`src/rtl/mpb_pkg.sv`:
```
// Shared types and constants of the magnetic pendulum basin classifier.
`default_nettype none
package mpb_pkg;

  // Register indexes of the configuration port
  typedef enum logic [2:0] {
    CFG_RADIUS    = 3'd0,
    CFG_RESTORE   = 3'd1,
    CFG_STRENGTH  = 3'd2,
    CFG_FRICTION  = 3'd3,
    CFG_TIME_STEP = 3'd4,
    CFG_ITER_LIM  = 3'd5,
    CFG_CAP_DIST  = 3'd6,
    CFG_CAP_SPEED = 3'd7
  } cfg_idx_e;

  localparam logic [30:0] RADIUS_RST    = 31'd67108864;
  localparam logic [30:0] RESTORE_RST   = 31'd33554432;
  localparam logic [30:0] STRENGTH_RST  = 31'd33554432;
  localparam logic [30:0] FRICTION_RST  = 31'd13421773;
  localparam logic [30:0] TIME_STEP_RST = 31'd1342177;
  localparam logic [15:0] ITER_LIM_RST  = 16'd8000;
  localparam logic [30:0] CAP_DIST_RST  = 31'd6710886;
  localparam logic [30:0] CAP_SPEED_RST = 31'd335544;

  // sqrt(3)/2 in unsigned Q0.26
  localparam logic [25:0] HALF_SQRT3 = 26'd58117981;
  // pull only applies when floor(sqrt(ss)) > 67, i.e. ss >= 68*68
  localparam logic [63:0] MIN_PULL_SS = 64'd4624;
  // escape when floor(sqrt(ss)) > 5.0, i.e. ss >= (5*2^26 + 1)^2
  localparam logic [63:0] ESCAPE_SS = 64'd335544321 * 64'd335544321;

  typedef struct packed {
    logic [30:0] radius;
    logic [30:0] restore;
    logic [30:0] strength;
    logic [30:0] friction;
    logic [30:0] time_step;
    logic [15:0] iter_lim;
    logic [30:0] cap_dist;
    logic [30:0] cap_speed;
  } cfg_t;

  typedef struct packed {
    logic signed [31:0] x;
    logic signed [31:0] y;
  } item_t;

  typedef struct packed {
    logic red;
    logic green;
    logic blue;
  } color_t;

  typedef enum logic {
    OP_SQRT = 1'b0,
    OP_DIV  = 1'b1
  } iter_op_e;

  typedef struct packed {
    logic        start;
    iter_op_e    op;
    logic [63:0] a;
    logic [39:0] b;
  } iter_req_t;

  typedef struct packed {
    logic        done;
    logic [31:0] res;
  } iter_rsp_t;

  // Clamp a 33-bit difference to 32-bit signed
  function automatic logic signed [31:0] sat32(input logic signed [32:0] v);
    logic signed [31:0] r;
    if (v > 33'sh0_7FFF_FFFF) begin
      r = 32'sh7FFF_FFFF;
    end else if (v < -33'sh0_8000_0000) begin
      r = -32'sh8000_0000;
    end else begin
      r = v[31:0];
    end
    return r;
  endfunction

endpackage
`default_nettype wire

```
`src/rtl/mpb_front.sv`:
```
// Front end: takes start points, clamps them to coordinate width, feeds the queue.
`default_nettype none
module mpb_front import mpb_pkg::*; #(
  parameter int CW = 32
) (
  input  wire logic               clk_i,
  input  wire logic               rst_ni,
  input  wire logic               in_valid_i,
  output      logic               in_ready_o,
  input  wire logic signed [31:0] in_x_i,
  input  wire logic signed [31:0] in_y_i,
  output      logic               push_o,
  output      item_t              data_o,
  input  wire logic               full_i
);

  localparam logic signed [31:0] S_HI = 32'((64'd1 << (CW - 1)) - 64'd1);
  localparam logic signed [31:0] S_LO = -S_HI - 32'sd1;

  logic  hv_q, hv_d;
  item_t item_q;

  function automatic logic signed [31:0] sat_cw(input logic signed [31:0] v);
    logic signed [31:0] r;
    if (v > S_HI) begin
      r = S_HI;
    end else if (v < S_LO) begin
      r = S_LO;
    end else begin
      r = v;
    end
    return r;
  endfunction

  assign in_ready_o = !hv_q || !full_i;
  assign push_o     = hv_q && !full_i;
  assign data_o     = item_q;

  // holding register valid
  always_comb begin
    hv_d = hv_q;
    if (in_valid_i && in_ready_o) begin
      hv_d = 1'b1;
    end else if (push_o) begin
      hv_d = 1'b0;
    end
  end

  always_ff @(posedge clk_i or negedge rst_ni) begin
    if (!rst_ni) begin
      hv_q <= 1'b0;
    end else begin
      hv_q <= hv_d;
    end
  end

  // clamped payload
  always_ff @(posedge clk_i) begin
    if (in_valid_i && in_ready_o) begin
      item_q.x <= sat_cw(in_x_i);
      item_q.y <= sat_cw(in_y_i);
    end
  end

endmodule
`default_nettype wire

```
`config.mk`:
```
export PLATFORM = sky130hd
export DESIGN_NAME = mpb_front
export DESIGN_NICKNAME = d
export VERILOG_FILES = /design/src/rtl/mpb_pkg.sv /design/src/rtl/mpb_front.sv
export SDC_FILE = /design/constraint.sdc
export NUM_CORES = 1
export LEC_CHECK = 0
export BUFFER_PORTS_ARGS = -buffer_cell sky130_fd_sc_hd__buf_4
export CAP_MARGIN = 10
export CORE_ASPECT_RATIO = 0.5
export CORE_UTILIZATION = 30
export DETAILED_ROUTE_END_ITERATION = 10
export PLACE_DENSITY = 0.56
export SKIP_CTS_REPAIR_TIMING = 1
export SYNTH_ARGS = -nofsm -noshare
export SYNTH_HDL_FRONTEND = slang
export SYNTH_SLANG_ARGS = --single-unit
```
`constraint.sdc`:
```
create_clock -name clk_i -period 8.95 [get_ports clk_i]
set_input_delay 0.895 -clock clk_i [delete_from_list [all_inputs] [get_ports clk_i]]
set_output_delay 0.895 -clock clk_i [all_outputs]
set_load 0.03 [all_outputs]
```
==> metrics.txt <==
Post-Place Cells=295; Tmin final=approximately 2.2 ns; WS Path Type=in2out; GRT Overall Usage=approximately 12%; Slew headroom=47.05%; Post-synth EDFFs=64; Adder-Cell Fraction of Synth Area=0%; Yosys warning count=0; I/O pins=~130; Die Y=roughly 63 um; drt wl/cell=between 10 and 15 um; Antenna diodes=0; synthesis-to-layout area growth=51.87%; critical path cell sequence=buf_4 -> nor2b_1 -> buf_4; RSZ-0062 raised after global routing=false; post-synthesis compound-gate area fraction=0.6787%; row count=21; Die Wd=about 120 um; Syn Area/Cell=16.63 um^2; clk slew on worst S/H paths=approximately 0.050 ns; R2R depth=2; CP max FO=4; Initial Util=approximately a third; final worst hold slack=0.3510 ns; Peak Freq=454.9 MHz; ys flop type=edfxtp_1; total grt overflow=0; via count=1,201; static leakage=1.411 nW; Clock Skew=0.002278 ns; CTS Sinks=65; number of global-route vias before repair=~1,300; synthesized net count=201; initial antenna violation count=0; worst slew pin tran=0.7942 ns; main combinational cell family by area after synthesis=buffers and inverters; CP Buf/Inv Count=2; slowest CP cell=buf_4; status=completed; Worst Path Arrival=around 1.3 ns; final wirelength=4.513 mm; CTS HTree Levels=3; gp weighted congestion=0.6569; cell taking the most area after synthesis=edfxtp_1; FFs w/ async S/R, synth=1.538%; Final Cell Area=about 0.0034 mm^2; R2R Path Start=hv_q; crit start category=input port; largest net degree at the start of global routing=65; setup TNS=0 ns; capturing point of the worst reg2reg path=data_o[21]; Root Buffer=clkbuf_16; power per cell area=about 220 mW/mm^2; Clock Path Buffers=2; post-route insts no fill=311; XOR/XNOR Fraction of Synth Area=0%; crit-path leading delay family=buffers and inverters; first-pass GRT wire length=6.644 mm; Routed Antenna Nets=0; Mapped Area=0.002212 mm^2; top cells by instance count after synthesis=clkbuf_1, edfxtp_1; TritonCTS Buffers=9; DRC violations left=0; Synth Area in Simple Gates=0.4525%; ranking of synthesized cells by area=edfxtp_1, clkbuf_1, dfrtp_1; mux share of post-synthesis cell area=0%; Final setup violation count=0; Distinct cells, synth=7; CP required=8.06 ns; die area=0.007742 mm^2; Crit path top cell by count=buf_4; Max rail drop VDD=about 0.096 mV; Seq cells post-synth=65; Gate Count Post-Synth=133; CTS tree=yes; number of detailed-route iterations in the first pass=4; port bufs=~130; Via density=3.862; DR iter-0 viols=61; Min-Delay Path Class=in2async; Max-Cap Viols=0; Hold Violations, Final=0; fraction of layout cells with a size suffix above 1=between 60% and 70%; Critical Path Max Stage Delay=0.17 ns; top-area cell type share of the netlist area=86.88%; Placement Cell Area=between 0.003 and 0.004 mm^2; clk_lat worst skew=0.31 ns; Post-layout nets=about 280; period utilization=24.56%; CP endpoint kind=output port; sequential fraction of the synthesis area=just under 90%; core box area=slightly below 0.007 mm^2; fin. max-slew vios=0; R2R Setup Slk=~7.3 ns
[area by class of cell]
cell class	count	area, um^2
sequential	65	1947
clock inverter	5	22.52
tap	92	115.1
timing repair buffer	134	1006
fill	604	3551
clock buffer	11	232.7
multi-input combinational	4	36.28
[metrics by stage]
stage               power (mW)  utilization [%]  setup WS [ns]
floorplan               0.4154                -          4.488
global placement        0.4547            44.92          6.745
detailed placement      0.4567            44.92          6.730
CTS                     0.7505            48.61          6.747
global route            0.7710            48.61          6.737
finish                  0.7406            48.61          6.752
[cells by family (layout without fill, tap and decap cells)]
logic type / Yosys count / count (layout)
AO/OA/AOI/OAI: 2 / 2
AND/OR/NAND/NOR: 2 / 2
flip-flops: 65 / 65
buffers and inverters: 64 / 150
[worst max-delay path by stage]
stage / start / end / slack (ns) / depth (start not counted)
6_report: full_i / push_o / 6.75 / 3
5_1_grt: full_i / push_o / 6.74 / 3
3_3_place_gp: full_i / push_o / 6.75 / 3
3_5_place_dp: full_i / data_o[17] / 6.73 / 3
2_1_floorplan: in_valid_i / data_o[0] / 4.49 / 1
4_1_cts: full_i / push_o / 6.75 / 3
[power breakdown]
group          total [mW]  switching, mW  internal [mW]  leakage [nW]
clock               0.291          0.108          0.183         0.128
combinational      0.0888         0.0503         0.0385         0.663
sequential          0.361        0.00479          0.356         0.620
[worst reg2reg max path, stage by stage (launching register included)]
cell and delay [ns]:
dfrtp_1 0.43, a21boi_4 0.14, buf_4 0.61
[sequential cells by signal (all words and copies together) (netlist names)]
signal and flops:
hv_q 1, data_o 64
[per-layer routing]
layer / track usage (%) / vias up / part of all wire, %
li1: - / 569 / -
met1: 11.36 / 591 / 31
met2: 23.74 / 33 / 62
met3: 4.471 / 8 / 4.9
met4: 4.970 / 0 / 1.4
met5: 0 / - / 0
[placed cells by master, fill, tap and decap left out, drive strengths merged]
cell type	netlist	layout
buf	0	134
edfxtp	64	64
clkbuf	64	11
clkinv	0	5
nor2b	1	1
a21boi	1	1
a21o	1	1
nand2	1	1
dfrtp	1	1
Power figures use the tool's default switching activity.
