## src/rtl/mpb_pkg.sv

```systemverilog
// Shared types and constants of the magnetic pendulum basin classifier.
`default_nettype none
package mpb_pkg;

  // Register indexes of the configuration port
  typedef enum logic [2:0] {
    CFG_RADIUS    = 3'd0,
    CFG_RESTORE   = 3'd1,
    CFG_STRENGTH  = 3'd2,
    CFG_FRICTION  = 3'd3,
    CFG_TIME_STEP = 3'd4,
    CFG_ITER_LIM  = 3'd5,
    CFG_CAP_DIST  = 3'd6,
    CFG_CAP_SPEED = 3'd7
  } cfg_idx_e;

  localparam logic [30:0] RADIUS_RST    = 31'd67108864;
  localparam logic [30:0] RESTORE_RST   = 31'd33554432;
  localparam logic [30:0] STRENGTH_RST  = 31'd33554432;
  localparam logic [30:0] FRICTION_RST  = 31'd13421773;
  localparam logic [30:0] TIME_STEP_RST = 31'd1342177;
  localparam logic [15:0] ITER_LIM_RST  = 16'd8000;
  localparam logic [30:0] CAP_DIST_RST  = 31'd6710886;
  localparam logic [30:0] CAP_SPEED_RST = 31'd335544;

  // sqrt(3)/2 in unsigned Q0.26
  localparam logic [25:0] HALF_SQRT3 = 26'd58117981;
  // pull only applies when floor(sqrt(ss)) > 67, i.e. ss >= 68*68
  localparam logic [63:0] MIN_PULL_SS = 64'd4624;
  // escape when floor(sqrt(ss)) > 5.0, i.e. ss >= (5*2^26 + 1)^2
  localparam logic [63:0] ESCAPE_SS = 64'd335544321 * 64'd335544321;

  typedef struct packed {
    logic [30:0] radius;
    logic [30:0] restore;
    logic [30:0] strength;
    logic [30:0] friction;
    logic [30:0] time_step;
    logic [15:0] iter_lim;
    logic [30:0] cap_dist;
    logic [30:0] cap_speed;
  } cfg_t;

  typedef struct packed {
    logic signed [31:0] x;
    logic signed [31:0] y;
  } item_t;

  typedef struct packed {
    logic red;
    logic green;
    logic blue;
  } color_t;

  typedef enum logic {
    OP_SQRT = 1'b0,
    OP_DIV  = 1'b1
  } iter_op_e;

  typedef struct packed {
    logic        start;
    iter_op_e    op;
    logic [63:0] a;
    logic [39:0] b;
  } iter_req_t;

  typedef struct packed {
    logic        done;
    logic [31:0] res;
  } iter_rsp_t;

  // Clamp a 33-bit difference to 32-bit signed
  function automatic logic signed [31:0] sat32(input logic signed [32:0] v);
    logic signed [31:0] r;
    if (v > 33'sh0_7FFF_FFFF) begin
      r = 32'sh7FFF_FFFF;
    end else if (v < -33'sh0_8000_0000) begin
      r = -32'sh8000_0000;
    end else begin
      r = v[31:0];
    end
    return r;
  endfunction

endpackage
`default_nettype wire

```

## src/rtl/mpb_iter.sv

```systemverilog
// Shared bit-serial unit: 64-bit integer square root or 64/40 divide, 32 result bits.
`default_nettype none
module mpb_iter import mpb_pkg::*; (
  input  wire logic      clk_i,
  input  wire logic      rst_ni,
  input  wire iter_req_t req_i,
  output      iter_rsp_t rsp_o
);

  logic        busy_q, done_q;
  logic [4:0]  cnt_q;
  iter_op_e    op_q;
  logic [40:0] rem_q;
  logic [63:0] opd_q;
  logic [39:0] div_q;
  logic [31:0] res_q;

  logic [40:0] trial_x, cmp_x, diff_x;
  logic        take_x;

  // one compare-subtract per cycle
  always_comb begin
    if (op_q == OP_DIV) begin
      trial_x = {rem_q[39:0], opd_q[63]};
      cmp_x   = {1'b0, div_q};
    end else begin
      trial_x = {rem_q[38:0], opd_q[63:62]};
      cmp_x   = {7'b0, res_q, 2'b01};
    end
    take_x = trial_x >= cmp_x;
    diff_x = trial_x - cmp_x;
  end

  assign rsp_o.done = done_q;
  assign rsp_o.res  = res_q;

  always_ff @(posedge clk_i or negedge rst_ni) begin
    if (!rst_ni) begin
      busy_q <= 1'b0;
      done_q <= 1'b0;
      cnt_q  <= 5'd0;
    end else begin
      done_q <= 1'b0;
      if (req_i.start) begin
        busy_q <= 1'b1;
        cnt_q  <= 5'd0;
      end else if (busy_q) begin
        cnt_q <= cnt_q + 5'd1;
        if (cnt_q == 5'd31) begin
          busy_q <= 1'b0;
          done_q <= 1'b1;
        end
      end
    end
  end

  // datapath
  always_ff @(posedge clk_i) begin
    if (req_i.start) begin
      op_q  <= req_i.op;
      div_q <= req_i.b;
      res_q <= 32'd0;
      if (req_i.op == OP_DIV) begin
        rem_q <= {9'd0, req_i.a[63:32]};
        opd_q <= {req_i.a[31:0], 32'd0};
      end else begin
        rem_q <= 41'd0;
        opd_q <= req_i.a;
      end
    end else if (busy_q) begin
      rem_q <= take_x ? diff_x : trial_x;
      res_q <= {res_q[30:0], take_x};
      opd_q <= (op_q == OP_DIV) ? {opd_q[62:0], 1'b0} : {opd_q[61:0], 2'b00};
    end
  end

endmodule
`default_nettype wire

```

## config.mk

```make
export PLATFORM = sky130hd
export DESIGN_NAME = mpb_iter
export DESIGN_NICKNAME = d
export VERILOG_FILES = /design/src/rtl/mpb_pkg.sv /design/src/rtl/mpb_iter.sv
export SDC_FILE = /design/constraint.sdc
export NUM_CORES = 1
export LEC_CHECK = 0
export ABC_AREA = 1
export BUFFER_PORTS_ARGS = -buffer_cell sky130_fd_sc_hd__buf_2
export CAP_MARGIN = 30
export CELL_PAD_IN_SITES_DETAIL_PLACEMENT = 1
export CELL_PAD_IN_SITES_GLOBAL_PLACEMENT = 2
export CORE_UTILIZATION = 30
export DETAILED_ROUTE_END_ITERATION = 12
export PLACE_DENSITY_LB_ADDON = 0.1
export SETUP_SLACK_MARGIN = 0.5
export SYNTH_ARGS = -nofsm -noshare
export SYNTH_HDL_FRONTEND = slang
export SYNTH_SLANG_ARGS = --single-unit
```

## constraint.sdc

```tcl
create_clock -name clk_i -period 5.9 [get_ports clk_i]
set_input_delay 0.59 -clock clk_i [delete_from_list [all_inputs] [get_ports clk_i]]
set_output_delay 0.59 -clock clk_i [all_outputs]
set_load 0.02 [all_outputs]
```

==> impl_metrics.env, run 1 <==
export IMPL_synth_xor_area_share_pct=1.04
export IMPL_timing_critical_path_fanout_max=64
export IMPL_hp_class="in -> reg"
export IMPL_layout_drive_gt1_share_pct=13.3
export IMPL_ios=141
export IMPL_worstMarginPinSlew_ps=880
export IMPL_finalMaxSlewViolations=0
export IMPL_synthTopCellsByCount="nand2_1 (530), inv_1 (331), edfxtp_1 (145), nand3_1 (114), o21ai_0 (111)"
export IMPL_finalCritPeriodShare_pct=71.6
export IMPL_drc=4
export IMPL_finClkSkew_ps=24.7
export IMPL_fp_dieH_um=207
export IMPL_cp_arrival_ps=4470
export IMPL_whs_path_depth=1
export IMPL_port_buffers=140
export IMPL_drt_pass1_iter_count=11
export IMPL_synth_nets=1882
export IMPL_grt_max_degree=101
export IMPL_fin_crit_ps=4230
export IMPL_hold_violations=0
export IMPL_antenna_cells=0
export IMPL_layout_nets=1978
export IMPL_synth_edf_count=145
export IMPL_clock_sinks=184
export IMPL_cts_buffers=17
export IMPL_synth_compound_area_share_pct=13.7
export IMPL_post_cts_resize_count=0
export IMPL_gp_congestion=0.889
export IMPL_synthMuxAreaShare_pct=0.0794
export IMPL_violations="DRC"
export IMPL_synth_area_per_cell_um2=7.28
export IMPL_synth_most_common_cell="nand2_1"
export IMPL_clkTransAtPathRegs_ps=80
export IMPL_p_per_area_nw_per_um2=419
export IMPL_cap_violations=0
export IMPL_outcome="complete, but fails checks"
export IMPL_yosys_warnings=0
export IMPL_worstPathRequired_ps=6150
export IMPL_dieArea_um2=42900
export IMPL_path_class="reg -> reg"
export IMPL_synth_top_family_by_area="simple AND/OR/NAND/NOR gates"
export IMPL_netlist_area_leader_share_pct=34.5
export IMPL_clkLatencyLatePin_ps=500
export IMPL_peakVddDrop_mv=0.145
export IMPL_synth_simple_area_share_pct=26.9
export IMPL_vias_per_cell=4.85
export IMPL_synthArstFlopShare_pct=3.80
export IMPL_start_util_pct=30.7
export IMPL_critPathCaptureType="register"
export IMPL_htreeDepth=4
export IMPL_hp_start="req_i[4]"
export IMPL_synth_seq_cells=184
export IMPL_grt_overflow=0
export IMPL_drt_total_wl_um=45000
export IMPL_path_buf_inv=3
export IMPL_yosys_top_cells_area="edfxtp_1 (35%), nand2_1 (16%), inv_1 (9.9%)"
export IMPL_wl_per_cell_um=19.0
export IMPL_yosysSeqAreaShare_pct=41.0
export IMPL_holdPathEnd="div_q[4]$_DFFE_PP_"
export IMPL_synthFlopType="edfxtp_1"
export IMPL_reg2reg_to="rem_q[23]$_DFFE_PP_"
export IMPL_dpl_cell_area_um2=13700
export IMPL_grt_pass1_wl_um=69400
export IMPL_grt_usage_pct=21.4
export IMPL_p_leak_uw=0.00710
export IMPL_core_um2=41100
export IMPL_hpwl_um=34900
export IMPL_setup_viol_count_final=0
export IMPL_drt_iter0_markers=708
export IMPL_clk_path_buf_depth=2
export IMPL_setup_tns_ps=0
export IMPL_ys_types=42
export IMPL_rows=74
export IMPL_synthAdderAreaFrac_pct=4.33
export IMPL_rrSetupSlack_ps=1670
export IMPL_grt_pass1_vias=11900
export IMPL_slowest_stage="buf_4"
export IMPL_slowest_delay_ps=610
export IMPL_relSlewSlack_pct=41.3
export IMPL_synth_top_area_cell="edfxtp_1"
export IMPL_die_x_um=207
export IMPL_reg2regPathDepth=16
export IMPL_vias=11500
export IMPL_r2r_start="op_q$_DFFE_PP_"
export IMPL_syn_area_um2=12600
export IMPL_syn_to_final_growth_pct=13.4
export IMPL_path_delay_family="simple AND/OR/NAND/NOR gates"
export IMPL_cts_tree="built"
export IMPL_critPathLaunchType="register"
export IMPL_ant_nets=0
export IMPL_syn_inst=1731
export IMPL_root_buffer="clkbuf_16"
export IMPL_rsz0062_at_grt="false"
export IMPL_stdcell_area_um2=14300
export IMPL_fmax_ghz=0.237
export IMPL_path_cells="buf_4 > buf_4 > o21ai_0 > inv_1 > ha_1 > nand2_1 > nor2_1 > nand3_1 > nand3_2 > nand3_1 > nand2_2 > nand2_4 > nand2_8 > nand2_1 > nand3_1 > nand2_1"
export IMPL_grt_antenna_before_repair=0
-- power by group --
group / internal (uW) / total, uW / switching (uW)
Combinational: 939 / 3010 / 2070
Clock: 655 / 1230 / 574
Sequential: 1670 / 1760 / 86.8
-- timing repair --
action | CTS | global route
hold buffers | 1 | 0
setup buffers | 0 | 0
endpoints found under the hold margin | 7 | 0
-- layout make-up --
| class | instances | area, um^2 |
|---|---|---|
| Multi-Input combinational cell | 1138 | 5810 |
| Clock buffer | 21 | 460 |
| Tap cell | 532 | 666 |
| Clock inverter | 11 | 140 |
| Sequential cell | 184 | 5170 |
| Timing Repair Buffer | 153 | 803 |
| Fill cell | 5187 | 26800 |
| Inverter | 333 | 1250 |
-- metrics by stage --
stage | power [uW] | std cells | hold WS (ps) | utilization, % | worst slack, ps
detailed placement | 4800 | 2339 | 438 | 33.3 | 1670
global placement | 4780 | 2339 | 438 | 33.3 | 1760
floorplan | 3850 | 1731 | 294 | - | 1370
finish | 5990 | 2372 | 270 | 34.8 | 1670
global route | 6480 | 2372 | 251 | 34.8 | 1270
CTS | 6070 | 2372 | 224 | 34.8 | 1660
-- worst reg2reg max path, cell delays in order, from the launching register on --
cell      delay [ps]
edfxtp_1         400
buf_4            430
buf_4            620
o21ai_0          360
inv_1            120
ha_1             240
nand2_1          140
nor2_1           210
nand3_1          120
nand3_2          120
nand3_1          110
nand2_2          120
nand2_4          300
nand2_8          410
nand2_1          130
nand3_1          100
nand2_1           60
-- layout by cell type, fill, tap and decap left out, types with 3 or more instances in the layout --
| cell type | n |
|---|---|
| o221ai_1 | 32 |
| nand2_2 | 5 |
| nand3b_1 | 9 |
| a21oi_2 | 7 |
| clkbuf_16 | 17 |
| o21ai_0 | 111 |
| nor2_2 | 7 |
| inv_1 | 330 |
| xnor2_1 | 15 |
| inv_4 | 3 |
| dfrtp_1 | 7 |
| ha_1 | 42 |
| a21oi_1 | 29 |
| nand2_1 | 529 |
| o21bai_1 | 3 |
| buf_4 | 13 |
| o22ai_1 | 61 |
| or2_2 | 34 |
| nand3_1 | 114 |
| nor3_1 | 10 |
| or2_0 | 6 |
| clkinv_4 | 3 |
| edfxtp_1 | 145 |
| nor2_1 | 66 |
| nand4_1 | 9 |
| buf_2 | 139 |
| dfxtp_1 | 32 |
| o211ai_1 | 31 |
-- state kept, by name, indices dropped and copies added (netlist names) --
signal	flops
busy_q	1
cnt_q	5
div_q	40
done_q	1
op_q	1
opd_q	64
rem_q	40
res_q	32
-- layer usage --
metal	share of wire, %	wire [um]	track usage [%]	up-vias
li1	-	-	-	5814
met3	2.7	1210	2.93	29
met4	1.5	673	6.25	0
met1	51	23000	30.6	5498
met5	0	0	0	-
met2	45	20000	33.3	166
-- logic make-up after synthesis --
kind of cell | after synthesis
and+or+nand+nor | 798
buffers and inverters | 409
AOI/OAI and AO/OA | 281
DFF | 184
adders and majority gates | 43
xor gates and xnor gates | 15
muxes | 1
-- worst max path at each step --
stage	from	slack (ps)	endpoint	depth (start not counted)
6_report	op_q$_DFFE_PP_	1670	rem_q[23]$_DFFE_PP_	16
2_1_floorplan	req_i[105]	1370	opd_q[0]$_SDFFCE_PP0P_	4
3_3_place_gp	op_q$_DFFE_PP_	1760	rem_q[30]$_DFFE_PP_	14
3_5_place_dp	op_q$_DFFE_PP_	1670	rem_q[30]$_DFFE_PP_	18
5_1_grt	op_q$_DFFE_PP_	1270	rem_q[27]$_DFFE_PP_	18
4_1_cts	op_q$_DFFE_PP_	1660	rem_q[30]$_DFFE_PP_	18
Note: power is estimated with default switching activity, not from simulation.
==> inputs of run 2 (changes only) <==
==> constraint.sdc (replaced) <==
create_clock -name clk_i -period 4.4 [get_ports clk_i]
set_input_delay 0.44 -clock clk_i [delete_from_list [all_inputs] [get_ports clk_i]]
set_output_delay 0.44 -clock clk_i [all_outputs]
set_load 0.02 [all_outputs]
==> run 2 against run 1 <==
  * The run now ends clean
  * Utilization rose by 0.28 points
  * Hold slack got worse by 160 ps
  * Sequential share of layout area fell by 0.29 points
  * Sequential power rose by 35%
  * Final cell count up 0.38%
  * Final area increased by 0.80%
  * Clock skew fell by 7.1 ps
  * Critical path depth up 1
  * Largest cell class unchanged
  * Highest routed layer unchanged
==> impl_metrics.env, run 2 (synthesized netlist as in run 1, its figures left out) <==
export IMPL_dieArea_um2=42900
export IMPL_root_buffer="clkbuf_16"
export IMPL_cts_tree="built"
export IMPL_clock_sinks=184
export IMPL_use_met2_pct=34.2
export IMPL_htreeDepth=4
export IMPL_critPathLaunchType="register"
export IMPL_clkLatencyLatePin_ps=500
export IMPL_wl_per_cell_um=19.2
export IMPL_start_util_pct=30.7
export IMPL_grt_pass1_wl_um=70700
export IMPL_rsz0062_at_grt="true"
export IMPL_relSlewSlack_pct=37.4
export IMPL_p_per_area_nw_per_um2=554
export IMPL_timing_critical_path_fanout_max=113
export IMPL_core_um2=41100
export IMPL_finClkSkew_ps=17.7
export IMPL_layout_common_cells="nand2_1 (529), inv_1 (330), edfxtp_1 (145)"
export IMPL_fp_dieH_um=207
export IMPL_clk_path_buf_depth=2
export IMPL_worstPathRequired_ps=4650
export IMPL_mostFrequentLayoutCell="nand2_1"
export IMPL_path_class="reg -> reg"
export IMPL_drt_total_wl_um=45700
export IMPL_setup_tns_ps=0
export IMPL_drt_pass1_iter_count=6
export IMPL_largest_register_ff_count=64
export IMPL_die_x_um=207
export IMPL_hp_start="req_i[26]"
export IMPL_cts_setup_buffers=0
export IMPL_busiest_layer="met2"
export IMPL_peakVddDrop_mv=0.259
export IMPL_clkTransAtPathRegs_ps=80
export IMPL_hp_class="in -> reg"
export IMPL_layout_nets=1987
export IMPL_hold_violations=0
export IMPL_cap_violations=0
export IMPL_grt_max_degree=114
export IMPL_hpwl_um=34600
export IMPL_worstMarginPinSlew_ps=939
export IMPL_syn_to_final_growth_pct=14.4
export IMPL_r2r_start="op_q$_DFFE_PP_"
export IMPL_regMostFlops="opd_q"
export IMPL_cts_buffers=17
export IMPL_outcome="finished, final reports clean"
export IMPL_critPathCaptureType="register"
export IMPL_rows=74
export IMPL_drc=0
export IMPL_grt_pass1_vias=12100
export IMPL_grt_overflow=0
export IMPL_p_total_uw=7990
export IMPL_gp_congestion=0.840
export IMPL_use_met1_pct=30.4
export IMPL_cp_arrival_ps=4010
export IMPL_fillerInstances=5174
export IMPL_finalMaxSlewViolations=0
export IMPL_fin_crit_ps=3760
export IMPL_port_buffers=140
export IMPL_drt_iter0_markers=604
export IMPL_p_leak_uw=0.00715
export IMPL_ant_nets=0
export IMPL_reg_top3="opd_q: 64 flops, div_q: 40 flops, rem_q: 40 flops"
export IMPL_crit_start="op_q$_DFFE_PP_"
export IMPL_vias=11600
export IMPL_setup_viol_count_final=0
export IMPL_ios=141
export IMPL_vias_per_cell=4.89
export IMPL_finalCritPeriodShare_pct=85.4
export IMPL_grt_usage_pct=21.7
export IMPL_antenna_cells=0
export IMPL_grt_antenna_before_repair=0
export IMPL_grtUsageMet3_pct=3.41
export IMPL_fmax_ghz=0.266
export IMPL_layout_drive_gt1_share_pct=13.8
## run 2: report_power, final
part / total [uW] / leakage (uW) / internal (uW) / switching [uW]
Clock: 1610 / 0.000288 / 801 / 810
Sequential: 2370 / 0.00191 / 2240 / 130
Combinational: 4010 / 0.00495 / 1300 / 2710
## run 2: cell type report
type	count	area, um^2	share of cell area (%)
Clock buffer	20	468	3.25
Sequential cell	184	5170	35.9
Tap cell	532	666	4.62
Inverter	333	1250	8.70
Timing Repair Buffer	161	902	6.26
Multi-Input combinational cell	1139	5840	40.5
Clock inverter	12	121	0.842
## run 2: critical path, cell delays in order (launching register included)
cell and delay, ps:
edfxtp_1 490, buf_12 270, o21ai_0 470, inv_1 90, ha_1 410, nand2_1 150, inv_1 50, nand2_1 60
nand2_1 80, inv_1 60, nand2_1 100, a21oi_1 220, nand2_2 110, nand2_4 140, clkbuf_8 360, nand3_1 130
nand3_1 110, nand2_1 60
## run 2: worst paths after layout
kind	cells after the start	slack, ps	end
worst max-delay path	17	640	rem_q[19]$_DFFE_PP_
worst min register to register	2	520	res_q[4]$_SDFFE_PP0P_
max in group asynchronous	2	3950	busy_q$_DFF_PN0_
min in group asynchronous	2	290	cnt_q[3]$_DFFE_PN0P_
worst max register to register	17	640	rem_q[19]$_DFFE_PP_
worst min-delay path	1	110	div_q[26]$_DFFE_PP_
## run 2: metrics by stage
stage / std cells / setup WS [ps] / hold slack [ps] / util (%) / instance area [um^2]
floorplan: 1731 / 1300 / 144 / - / 12600
finish: 2381 / 642 / 110 / 35.1 / 14400
global route: 2381 / 499 / 82.7 / 35.1 / 14400
detailed placement: 2347 / 513 / 289 / 33.5 / 13800
CTS: 2380 / 509 / 64.5 / 35.0 / 14400
global placement: 2347 / 591 / 290 / 33.5 / 13800
## run 2: repair_timing
action	CTS	global route
endpoints found under the hold margin	7	0
gates resized for setup	0	7
hold buffers	1	0
endpoints found under the setup margin	0	40
## run 2: metal layers
metal | wire length [um] | up-vias | share of wire, %
met5 | 0 | - | 0
met4 | 728 | 0 | 1.6
met3 | 1620 | 30 | 3.5
met2 | 20500 | 177 | 45
met1 | 22800 | 5599 | 50
li1 | - | 5833 | -
