## src/rtl/mpb_pkg.sv

```systemverilog
// Shared types and constants of the magnetic pendulum basin classifier.
`default_nettype none
package mpb_pkg;

  // Register indexes of the configuration port
  typedef enum logic [2:0] {
    CFG_RADIUS    = 3'd0,
    CFG_RESTORE   = 3'd1,
    CFG_STRENGTH  = 3'd2,
    CFG_FRICTION  = 3'd3,
    CFG_TIME_STEP = 3'd4,
    CFG_ITER_LIM  = 3'd5,
    CFG_CAP_DIST  = 3'd6,
    CFG_CAP_SPEED = 3'd7
  } cfg_idx_e;

  localparam logic [30:0] RADIUS_RST    = 31'd67108864;
  localparam logic [30:0] RESTORE_RST   = 31'd33554432;
  localparam logic [30:0] STRENGTH_RST  = 31'd33554432;
  localparam logic [30:0] FRICTION_RST  = 31'd13421773;
  localparam logic [30:0] TIME_STEP_RST = 31'd1342177;
  localparam logic [15:0] ITER_LIM_RST  = 16'd8000;
  localparam logic [30:0] CAP_DIST_RST  = 31'd6710886;
  localparam logic [30:0] CAP_SPEED_RST = 31'd335544;

  // sqrt(3)/2 in unsigned Q0.26
  localparam logic [25:0] HALF_SQRT3 = 26'd58117981;
  // pull only applies when floor(sqrt(ss)) > 67, i.e. ss >= 68*68
  localparam logic [63:0] MIN_PULL_SS = 64'd4624;
  // escape when floor(sqrt(ss)) > 5.0, i.e. ss >= (5*2^26 + 1)^2
  localparam logic [63:0] ESCAPE_SS = 64'd335544321 * 64'd335544321;

  typedef struct packed {
    logic [30:0] radius;
    logic [30:0] restore;
    logic [30:0] strength;
    logic [30:0] friction;
    logic [30:0] time_step;
    logic [15:0] iter_lim;
    logic [30:0] cap_dist;
    logic [30:0] cap_speed;
  } cfg_t;

  typedef struct packed {
    logic signed [31:0] x;
    logic signed [31:0] y;
  } item_t;

  typedef struct packed {
    logic red;
    logic green;
    logic blue;
  } color_t;

  typedef enum logic {
    OP_SQRT = 1'b0,
    OP_DIV  = 1'b1
  } iter_op_e;

  typedef struct packed {
    logic        start;
    iter_op_e    op;
    logic [63:0] a;
    logic [39:0] b;
  } iter_req_t;

  typedef struct packed {
    logic        done;
    logic [31:0] res;
  } iter_rsp_t;

  // Clamp a 33-bit difference to 32-bit signed
  function automatic logic signed [31:0] sat32(input logic signed [32:0] v);
    logic signed [31:0] r;
    if (v > 33'sh0_7FFF_FFFF) begin
      r = 32'sh7FFF_FFFF;
    end else if (v < -33'sh0_8000_0000) begin
      r = -32'sh8000_0000;
    end else begin
      r = v[31:0];
    end
    return r;
  endfunction

endpackage
`default_nettype wire

```

## src/rtl/mpb_fifo.sv

```systemverilog
// Two-entry queue between front end and integrator.
`default_nettype none
module mpb_fifo import mpb_pkg::*; (
  input  wire logic  clk_i,
  input  wire logic  rst_ni,
  input  wire logic  push_i,
  input  wire item_t data_i,
  output      logic  full_o,
  input  wire logic  pop_i,
  output      logic  empty_o,
  output      item_t data_o
);

  item_t      mem_q [2];
  logic       wp_q, rp_q;
  logic [1:0] cnt_q;

  assign full_o  = cnt_q == 2'd2;
  assign empty_o = cnt_q == 2'd0;
  assign data_o  = mem_q[rp_q];

  // pointers and fill count
  always_ff @(posedge clk_i or negedge rst_ni) begin
    if (!rst_ni) begin
      wp_q  <= 1'b0;
      rp_q  <= 1'b0;
      cnt_q <= 2'd0;
    end else begin
      if (push_i) wp_q <= ~wp_q;
      if (pop_i) rp_q <= ~rp_q;
      cnt_q <= cnt_q + {1'b0, push_i} - {1'b0, pop_i};
    end
  end

  always_ff @(posedge clk_i) begin
    if (push_i) mem_q[wp_q] <= data_i;
  end

endmodule
`default_nettype wire

```

## config.mk

```make
export PLATFORM = sky130hd
export DESIGN_NAME = mpb_fifo
export DESIGN_NICKNAME = d
export VERILOG_FILES = /design/src/rtl/mpb_pkg.sv /design/src/rtl/mpb_fifo.sv
export SDC_FILE = /design/constraint.sdc
export NUM_CORES = 1
export LEC_CHECK = 0
export ABC_CLOCK_PERIOD_IN_PS = 3600
export BUFFER_PORTS_ARGS = -buffer_cell sky130_fd_sc_hd__buf_2
export CORE_MARGIN = 1.5
export CORE_UTILIZATION = 47
export DETAILED_ROUTE_END_ITERATION = 7
export HOLD_SLACK_MARGIN = 0.15
export MAX_ROUTING_LAYER = met4
export PLACE_DENSITY = 0.75
export SLEW_MARGIN = 20
export SYNTH_ARGS = -nofsm -noshare
export SYNTH_HDL_FRONTEND = slang
export SYNTH_SLANG_ARGS = --single-unit
export TNS_END_PERCENT = 100
```

## constraint.sdc

```tcl
create_clock -name clk_i -period 3.6 [get_ports clk_i]
set_input_delay 1.08 -clock clk_i [delete_from_list [all_inputs] [get_ports clk_i]]
set_output_delay 1.08 -clock clk_i [all_outputs]
set_load 0.02 [all_outputs]
```

==> results list, run 1 <==
- Hold crit path type: input port to asynchronous set/reset pin
- Top-level I/O count: 134
- The total overflow left after global routing is 0.
* Input/output buffers: 133
- Tracing the worst setup path back leads to its startpoint at rp_q$_DFFE_PN0P_.
* Half-perimeter wire length after placement: 5.26 mm
* Max-cap violations: 0
- Switching share of power: 0.297
* Worst r2r src: wp_q$_DFFE_PN0P_
- In this run the mean area of a mapped cell was 23.5 µm².
* Netlist area before placement: 5020 µm²
* Largest vdd supply drop: 550 µV
- Clock Sinks: 132
- Clock tree from TritonCTS: built
* Clock Tree Root: sky130_fd_sc_hd__clkbuf_8
* Worst Skew: 0.00597 ns
- Largest net degree at the start of global routing: 65
* Clock latency on the worst-skew pair: 0.50 ns
- Buffers from clock root to sink, at most: 2
- Total length of routed wires: 8.05 mm
- The count of endpoints failing hold in the final timing report came to 0.
* Relative contribution of sequential cells to total power: 0.411
* Worst slack, placed: 0.871 ns
- Number of standard-cell rows in the floorplan: 37
- In the final design database the tool counted 434 nets.
- The number of global-route vias before repair came to 2480.
* Cell internal power dissipation: 3.79 mW
* Total power density per cell area: 846 nW/µm²
- RSZ-0062 raised after global routing: no
- Top Metal Used: met4
* Worst setup endpoint: data_o[3]
* Sum Neg Setup Slack: 0 ns
* Worst setup slack for register-to-register paths: 2.01 ns
- Number of instances in the synthesized netlist: 214
- In this run the vertical extent of the chip is 106 µm.
- Count of synthesis-stage warnings from yosys: 0
- STA classifies the critical path endpoint as a primary output.
- The analysis attributes to cell leakage a power of 2.58 nW.
- Switching pwr: 1.60 mW
* Mean number of vias per cell: 4.80
- Number of distinct library cell variants in the gate-level netlist after synthesis: 13
- The critical path crosses 3 cells after its start point.
- Detailed routing placed a total of 3.95 mm of wire on met2.
- The smallest clock period supported by the final layout is computed as 3.23 ns.
- Measured against its own limit, the worst slew margin works out to 0.413.
- For the pin with the worst max-slew slack, the measured transition is 0.881 ns.
* Layout fillers: 761
- First-pass iteration count of the detailed router: 3
- Post-DR wirelength/cell: 15.8 µm
- Clock edge transition at the registers on the reported setup and hold paths: 0.05 ns
- The number of gates resized after CTS was 0.
* Share of final-layout standard cells stronger than drive strength 1: 0.610
* # placed instances: 481
* Post-Syn Nets: 284
* Delay-heaviest family, CP: flip-flops
- Setup violations remaining at the end of the flow were counted as 0.
- Data on the critical path is required at its endpoint by 2.52 ns.
- For this run, the top clock speed supported by timing is 310 MHz.
- Worst flop-to-flop path endpoint: mem_q[1][5]$_DFFE_PP_
* Register bit count reported by yosys: 132
- Post-CTS timing repair inserted 0 buffers for setup.
* Part of the total power dissipated in the clock network: 0.276
* WP data arrival: 2.15 ns
* CP Buf/Inv Count: 2
* Final count of pins violating max slew: 0
- Buffers inserted during clock tree synthesis total 17.
* Wire length of the first global-routing pass: 12.1 mm
* Depth of the worst register-to-register path: 1
- Area inside the core boundary: 10300 µm²
- In this run the number of H-tree levels came out at 4.
* Global Route Usage Sum: 0.151
- Across all setup checks in the final design, the least slack found is 0.372 ns.
* Leading cell types in the layout, fill and taps excluded: sky130_fd_sc_hd__buf_2, sky130_fd_sc_hd__edfxtp_1, sky130_fd_sc_hd__mux2_4, sky130_fd_sc_hd__clkbuf_16, sky130_fd_sc_hd__mux2_2
- The number of antenna violations at the first check in global routing was 0.
- Total via count after detailed routing: 2437
- Cell breakdown of the critical path: buf_4 > mux2_2 > buf_2
* Largest incremental delay on the critical path: 0.78 ns
* Total power: 5.39 mW
- Of the total power, combinational logic draws 0.313.
- Hold bufs inserted after CTS: 0
* Share of synthesized area occupied by flip-flops and latches: 0.785
* Routed metal-1 wirelength: 3.41 mm
- In this run the worst path has a maximum fanout of 30.
* Area added between synthesis and finish: 26.9%
- After detailed routing, the number of remaining DRC violations is 0.
- Width of the die: 106 µm
- The worst setup path is of the flip-flop to primary output kind.
* Ant diodes: 0
* Cell with the biggest individual delay on the critical path: sky130_fd_sc_hd__dfrtp_4
- After the flow finishes, the layout carries non-filler instances totaling 508.
* Starting DRT DRC Count: 103
- At the end of routability-driven placement, the weighted congestion stood at 0.689.
- Fin util: 0.617
* Run status: complete, no violations
- Dividing the final minimum period by the clock period gives 0.897.
- The die covers 11300 µm².
- Count of nets left with antenna violations after detail routing: 0
- Initial core utilization: 0.486
- The library cell used most frequently in the layout, excluding fill and tap cells, is sky130_fd_sc_hd__buf_2.
- The worst setup path is launched from a flip-flop.
- Routed length on met3: 533 µm
synthesized netlist by cell type:
| library cell | number | share of area |
|---|---|---|
| sky130_fd_sc_hd__edfxtp_1 | 128 | 0.77 |
| sky130_fd_sc_hd__mux2_4 | 50 | 0.15 |
| sky130_fd_sc_hd__mux2_2 | 14 | 0.031 |
| sky130_fd_sc_hd__buf_6 | 6 | 0.013 |
| sky130_fd_sc_hd__dfrtp_1 | 4 | 0.020 |
| sky130_fd_sc_hd__ha_1 | 2 | 0.0050 |
| sky130_fd_sc_hd__inv_1 | 2 | 0.0015 |
| sky130_fd_sc_hd__nor2b_1 | 2 | 0.0025 |
| sky130_fd_sc_hd__xor2_1 | 2 | 0.0035 |
| sky130_fd_sc_hd__and2_1 | 1 | 0.0012 |
| sky130_fd_sc_hd__buf_2 | 1 | 0.0010 |
| sky130_fd_sc_hd__nor2_1 | 1 | 0.00075 |
| sky130_fd_sc_hd__xor3_1 | 1 | 0.0047 |
power groups by stage:
stage | Combinational [mW] | Clock, mW | Sequential, mW
floorplan | 1.35 | 0 | 2.15
global placement | 1.70 | 0 | 2.23
detailed placement | 1.71 | 0 | 2.25
CTS | 1.71 | 1.53 | 2.22
global route | 1.79 | 1.59 | 2.25
finish | 1.69 | 1.49 | 2.22
metrics by stage:
| stage | hold slack, ns | instance area [µm²] |
|---|---|---|
| finish | 0.375 | 6370 |
| global route | 0.352 | 6370 |
| CTS | 0.351 | 6370 |
| detailed placement | 0.537 | 5860 |
| global placement | 0.528 | 5860 |
| floorplan | 0.473 | 5020 |
sequential cells by signal, summed over array words and instances (netlist names):
signal and count:
mem_q 128, wp_q 1, cnt_q 2, rp_q 1
layout make-up:
class | count | area, µm² | area share
tap | 136 | 170 | 0.0267
clock buffer | 18 | 418 | 0.0656
clock inverter | 9 | 92.6 | 0.0145
timing repair buffer | 138 | 728 | 0.114
inverter | 2 | 7.51 | 0.00118
multi-input combinational | 73 | 1010 | 0.158
sequential | 132 | 3950 | 0.620
worst min path at each step:
stage,from,to,depth (start not counted)
after floorplan,wp_q$_DFFE_PN0P_,wp_q$_DFFE_PN0P_,1
after global routing,rst_ni,cnt_q[1]$_DFF_PN0_,1
after detailed placement,wp_q$_DFFE_PN0P_,wp_q$_DFFE_PN0P_,1
after CTS,rst_ni,rp_q$_DFFE_PN0P_,1
after global placement,wp_q$_DFFE_PN0P_,wp_q$_DFFE_PN0P_,1
final,rst_ni,cnt_q[1]$_DFF_PN0_,1
per-layer routing:
metal	vias to the layer above	global-route usage
met2	92	0.229
met1	1185	0.179
met5	-	-
met3	14	0.0497
li1	1146	-
met4	0	0.0820
logic make-up after synthesis:
group         synth area share
buf+inv                 0.0159
simple gates           0.00449
xor+xnor               0.00822
mux                      0.181
fa+ha+maj              0.00498
flops                    0.785
Power figures use the tool's default switching activity.
==> run 2: changes to the inputs <==
- ABC_CLOCK_PERIOD_IN_PS: 3600 -> 3900
- CORE_UTILIZATION: 47 -> 50
- PLACE_DENSITY: 0.75 -> 0.76
- clock period: 3.6 -> 3.9 ns (I/O delays scaled with it)
==> run 2 against run 1 <==
- combinational power fell by 5%
- via count rose by 0.57%
- non-clock buffer count did not move
- critical path depth is the same
- first-iteration DRC count is 4.9% lower
- clock skew increased by 0.0062 ns
- clock-buffer cell count is 1 lower
- register-to-register slack better by 0.24 ns
- final area rose by 1.2%
- routed wire length is 0.92% lower
- largest power group unchanged
==> results list, run 2 (same netlist as run 1, synthesis figures left out) <==
- Slew at the pin closest to its max-slew limit: 0.881 ns (-0.000185 ns)
* Worst flop-to-flop path endpoint: mem_q[0][26]$_DFFE_PP_
- The first-pass detailed-route iteration total was 4 (+1).
* Top-level I/O count: 134 (unchanged)
- Post-route fraction of the period consumed by the critical path: 0.806
* Sequential cell area: 3950 µm² (unchanged)
* Overflow left after global routing: 0 (unchanged)
* Startpoint types: flip-flop
- Max reg flops: 128 (unchanged)
- RSZ-0062 raised after global routing: no
- The maximum net fanout on the critical path is 22 (-27%).
- The initial core utilization is 0.514 (+0.0273).
- Data required time of the critical path: 2.73 ns (+0.21 ns)
* Clock latency on the worst-skew pair: 0.52 ns (+0.02 ns)
- Mean number of vias per cell: 4.81 (+0.18%)
- The violation count after the first detailed-route iteration was 98 (-4.9%).
* Number of standard-cell rows in the floorplan: 36 (-2.7%)
- The worst reg2reg path depth is 2 (+1).
- Hold crit path type: input port to asynchronous set/reset pin
- The startpoint identified for the worst register-to-register timing path is wp_q$_DFFE_PN0P_.
* Total leakage power: 2.61 nW (+0.87%)
* Leading cell types in the layout, fill and taps excluded: sky130_fd_sc_hd__buf_2, sky130_fd_sc_hd__edfxtp_1, sky130_fd_sc_hd__mux2_4, sky130_fd_sc_hd__clkbuf_16, sky130_fd_sc_hd__mux2_2
- The number of buffers on the longest clock path is 2 (unchanged).
- The TritonCTS sink count came to 132 (unchanged).
- Clock tree synthesis selected as its root buffer the cell sky130_fd_sc_hd__clkbuf_8.
- The register with the most flip-flops in the final layout is mem_q.
- Walking the worst path, the cells encountered are buf_4 > mux2_2 > buf_2.
- Largest vdd supply drop: 398 µV (-28%)
- The largest registers in the layout are mem_q x128, cnt_q x2.
- The number of clock buffers inserted by TritonCTS is 17 (unchanged).
- Number of antenna violations at the first check in global routing: 1 (+1)
- Final setup violation count: 0 (unchanged)
* H-tree depth: 4 (unchanged)
- Total power: 5.18 mW (-4.0%)
- Most frequent standard cell in the layout excluding fill and tap cells: sky130_fd_sc_hd__buf_2
- Total power density per cell area: 803 nW/µm² (-5.1%)
- The largest incremental delay on the critical path was 0.51 ns (-0.27 ns).
* Critical path capture point type: primary output
* Depth of the critical timing path with buffers and inverters included: 3 (unchanged)
- Input/output buffers: 133 (unchanged)
- The fraction of final layout cells with drive strength greater than 1 was 0.625 (+0.0148).
- Global Route Usage Sum: 0.162 (+0.0111)
- Count of nets left with antenna violations after detail routing: 0 (unchanged)
- The slowest stage of the critical path is the sky130_fd_sc_hd__dfrtp_4 cell.
- Shortest period the worst path allows: 3.14 ns
* DRC viols: 0 (unchanged)
- The number of buffer and inverter instances along the worst setup path came to 2 (unchanged).
* Area inside the core boundary: 9770 µm² (-5.3%)
- The clock-pin transition on the worst setup and hold timing paths came to 0.06 ns (about the same).
- Sum Neg Setup Slack: 0 ns (unchanged)
* Area of the die: 10700 µm² (-5.8%)
* Final count of pins violating max slew: 0 (unchanged)
* Final hold violation count: 0 (unchanged)
* Worst Skew: 0.0122 ns (+0.00621 ns)
- The number of global-route vias before repair came to 2414 (-2.7%).
* Chip Height: 103 µm (-3.0%)
- Worst Path Class, Setup: flip-flop to primary output
- Based on the critical path, the design can be clocked at up to 318 MHz.
* WP data arrival: 1.97 ns (-0.18 ns)
- The post-cts sizing count came to 0 (unchanged).
- Total via count after detailed routing: 2451 (+0.57%)
* Post-DR wirelength/cell: 15.6 µm (-1.3%)
- The x dimension of the die is 103 µm (-3.0%).
* Buffer count from post-CTS setup fixing: 0 (unchanged)
- Remaining max-slew budget at the tightest pin: 0.413 (about the same)
- Grouping stages by cell kind, the critical path spends the most delay in buffers and inverters.
- Total length of routed wires: 7.97 mm (-0.92%)
- Area of combinational cells with multiple inputs: 1010 µm² (-0.13%)
- The total of hold buffers inserted after clock tree synthesis came to 0 (unchanged).
- The register-to-register path setup slack came to 2.25 ns (+0.24 ns).
- Layout fillers: 671 (-12%)
- The final-stage net count was 434 (unchanged).
* Wire length of the first global-routing pass: 11.7 mm (-3.6%)
* Clock tree from TritonCTS: built
* Gp weighted congestion: 0.657 (-4.7%)
- From synthesis to final layout, the design area changed by 28.4%.
- Largest net degree at the start of global routing: 65 (unchanged)
- Half-perimeter wire length after placement: 4.98 mm (-5.2%)
- The area after detailed placement came to 5840 µm² (-0.30%).
- Run status: complete, no violations
* Final design area excluding fillers: 6450 µm² (+1.2%)
- The number of violations of the max-capacitance limit is 0 (unchanged).
run 2: changes by cell type in the layout (fill, tap and decap cells not counted):
cell,change
sky130_fd_sc_hd__and2_2,+1
sky130_fd_sc_hd__and2_4,-1
sky130_fd_sc_hd__buf_12,-1
sky130_fd_sc_hd__buf_4,+1
sky130_fd_sc_hd__bufinv_16,+2
sky130_fd_sc_hd__clkbuf_1,-1
sky130_fd_sc_hd__clkinv_1,-3
sky130_fd_sc_hd__clkinv_4,+1
sky130_fd_sc_hd__clkinvlp_4,+5
sky130_fd_sc_hd__diode_2,+1
run 2: stage by stage:
| stage | std cells | setup slack (ns) | util | hold slack [ns] |
|---|---|---|---|---|
| after detailed placement | 478 | 1.29 | 0.598 | 0.528 |
| after floorplan | 214 | 0.619 | - | 0.473 |
| after CTS | 509 | 0.728 | 0.659 | 0.438 |
| final | 510 | 0.756 | 0.660 | 0.459 |
| after global routing | 510 | 0.673 | 0.660 | 0.431 |
| after global placement | 478 | 1.30 | 0.598 | 0.522 |
run 2: worst reg2reg max path, cell delays in order (launching register included):
cell	delay, ns
sky130_fd_sc_hd__dfrtp_1	0.43
sky130_fd_sc_hd__nor2b_4	0.11
sky130_fd_sc_hd__buf_4	0.64
run 2: worst max path at each step:
stage | from | endpoint | slack, ns
2_1_floorplan | push_i | mem_q[0][0]$_DFFE_PP_ | 0.62
3_3_place_gp | rp_q$_DFFE_PN0P_ | data_o[1] | 1.30
3_5_place_dp | rp_q$_DFFE_PN0P_ | data_o[1] | 1.29
4_1_cts | rp_q$_DFFE_PN0P_ | data_o[1] | 0.73
5_1_grt | rp_q$_DFFE_PN0P_ | data_o[1] | 0.67
6_report | rp_q$_DFFE_PN0P_ | data_o[1] | 0.76
run 2: power breakdown:
group	switching, mW	internal [mW]	total [mW]	leakage [nW]
combinational	0.877	0.720	1.60	1.08
sequential	0.0936	1.89	1.99	1.25
clock	0.566	1.03	1.59	0.275
run 2: final cells by class:
type,instances,area share
Clock inverter,14,0.0291
Multi-Input combinational cell,73,0.156
Clock buffer,17,0.0642
Antenna cell,1,0.000388
Tap cell,133,0.0258
Sequential cell,132,0.612
Inverter,2,0.00116
Timing Repair Buffer,138,0.111
run 2: metal layers:
metal  track usage  wire, µm  vias up
li1              -         -     1150
met1         0.180      3370     1200
met2         0.256      3970       95
met3        0.0659       572        6
met4        0.0780        54        0
met5             -         0        -
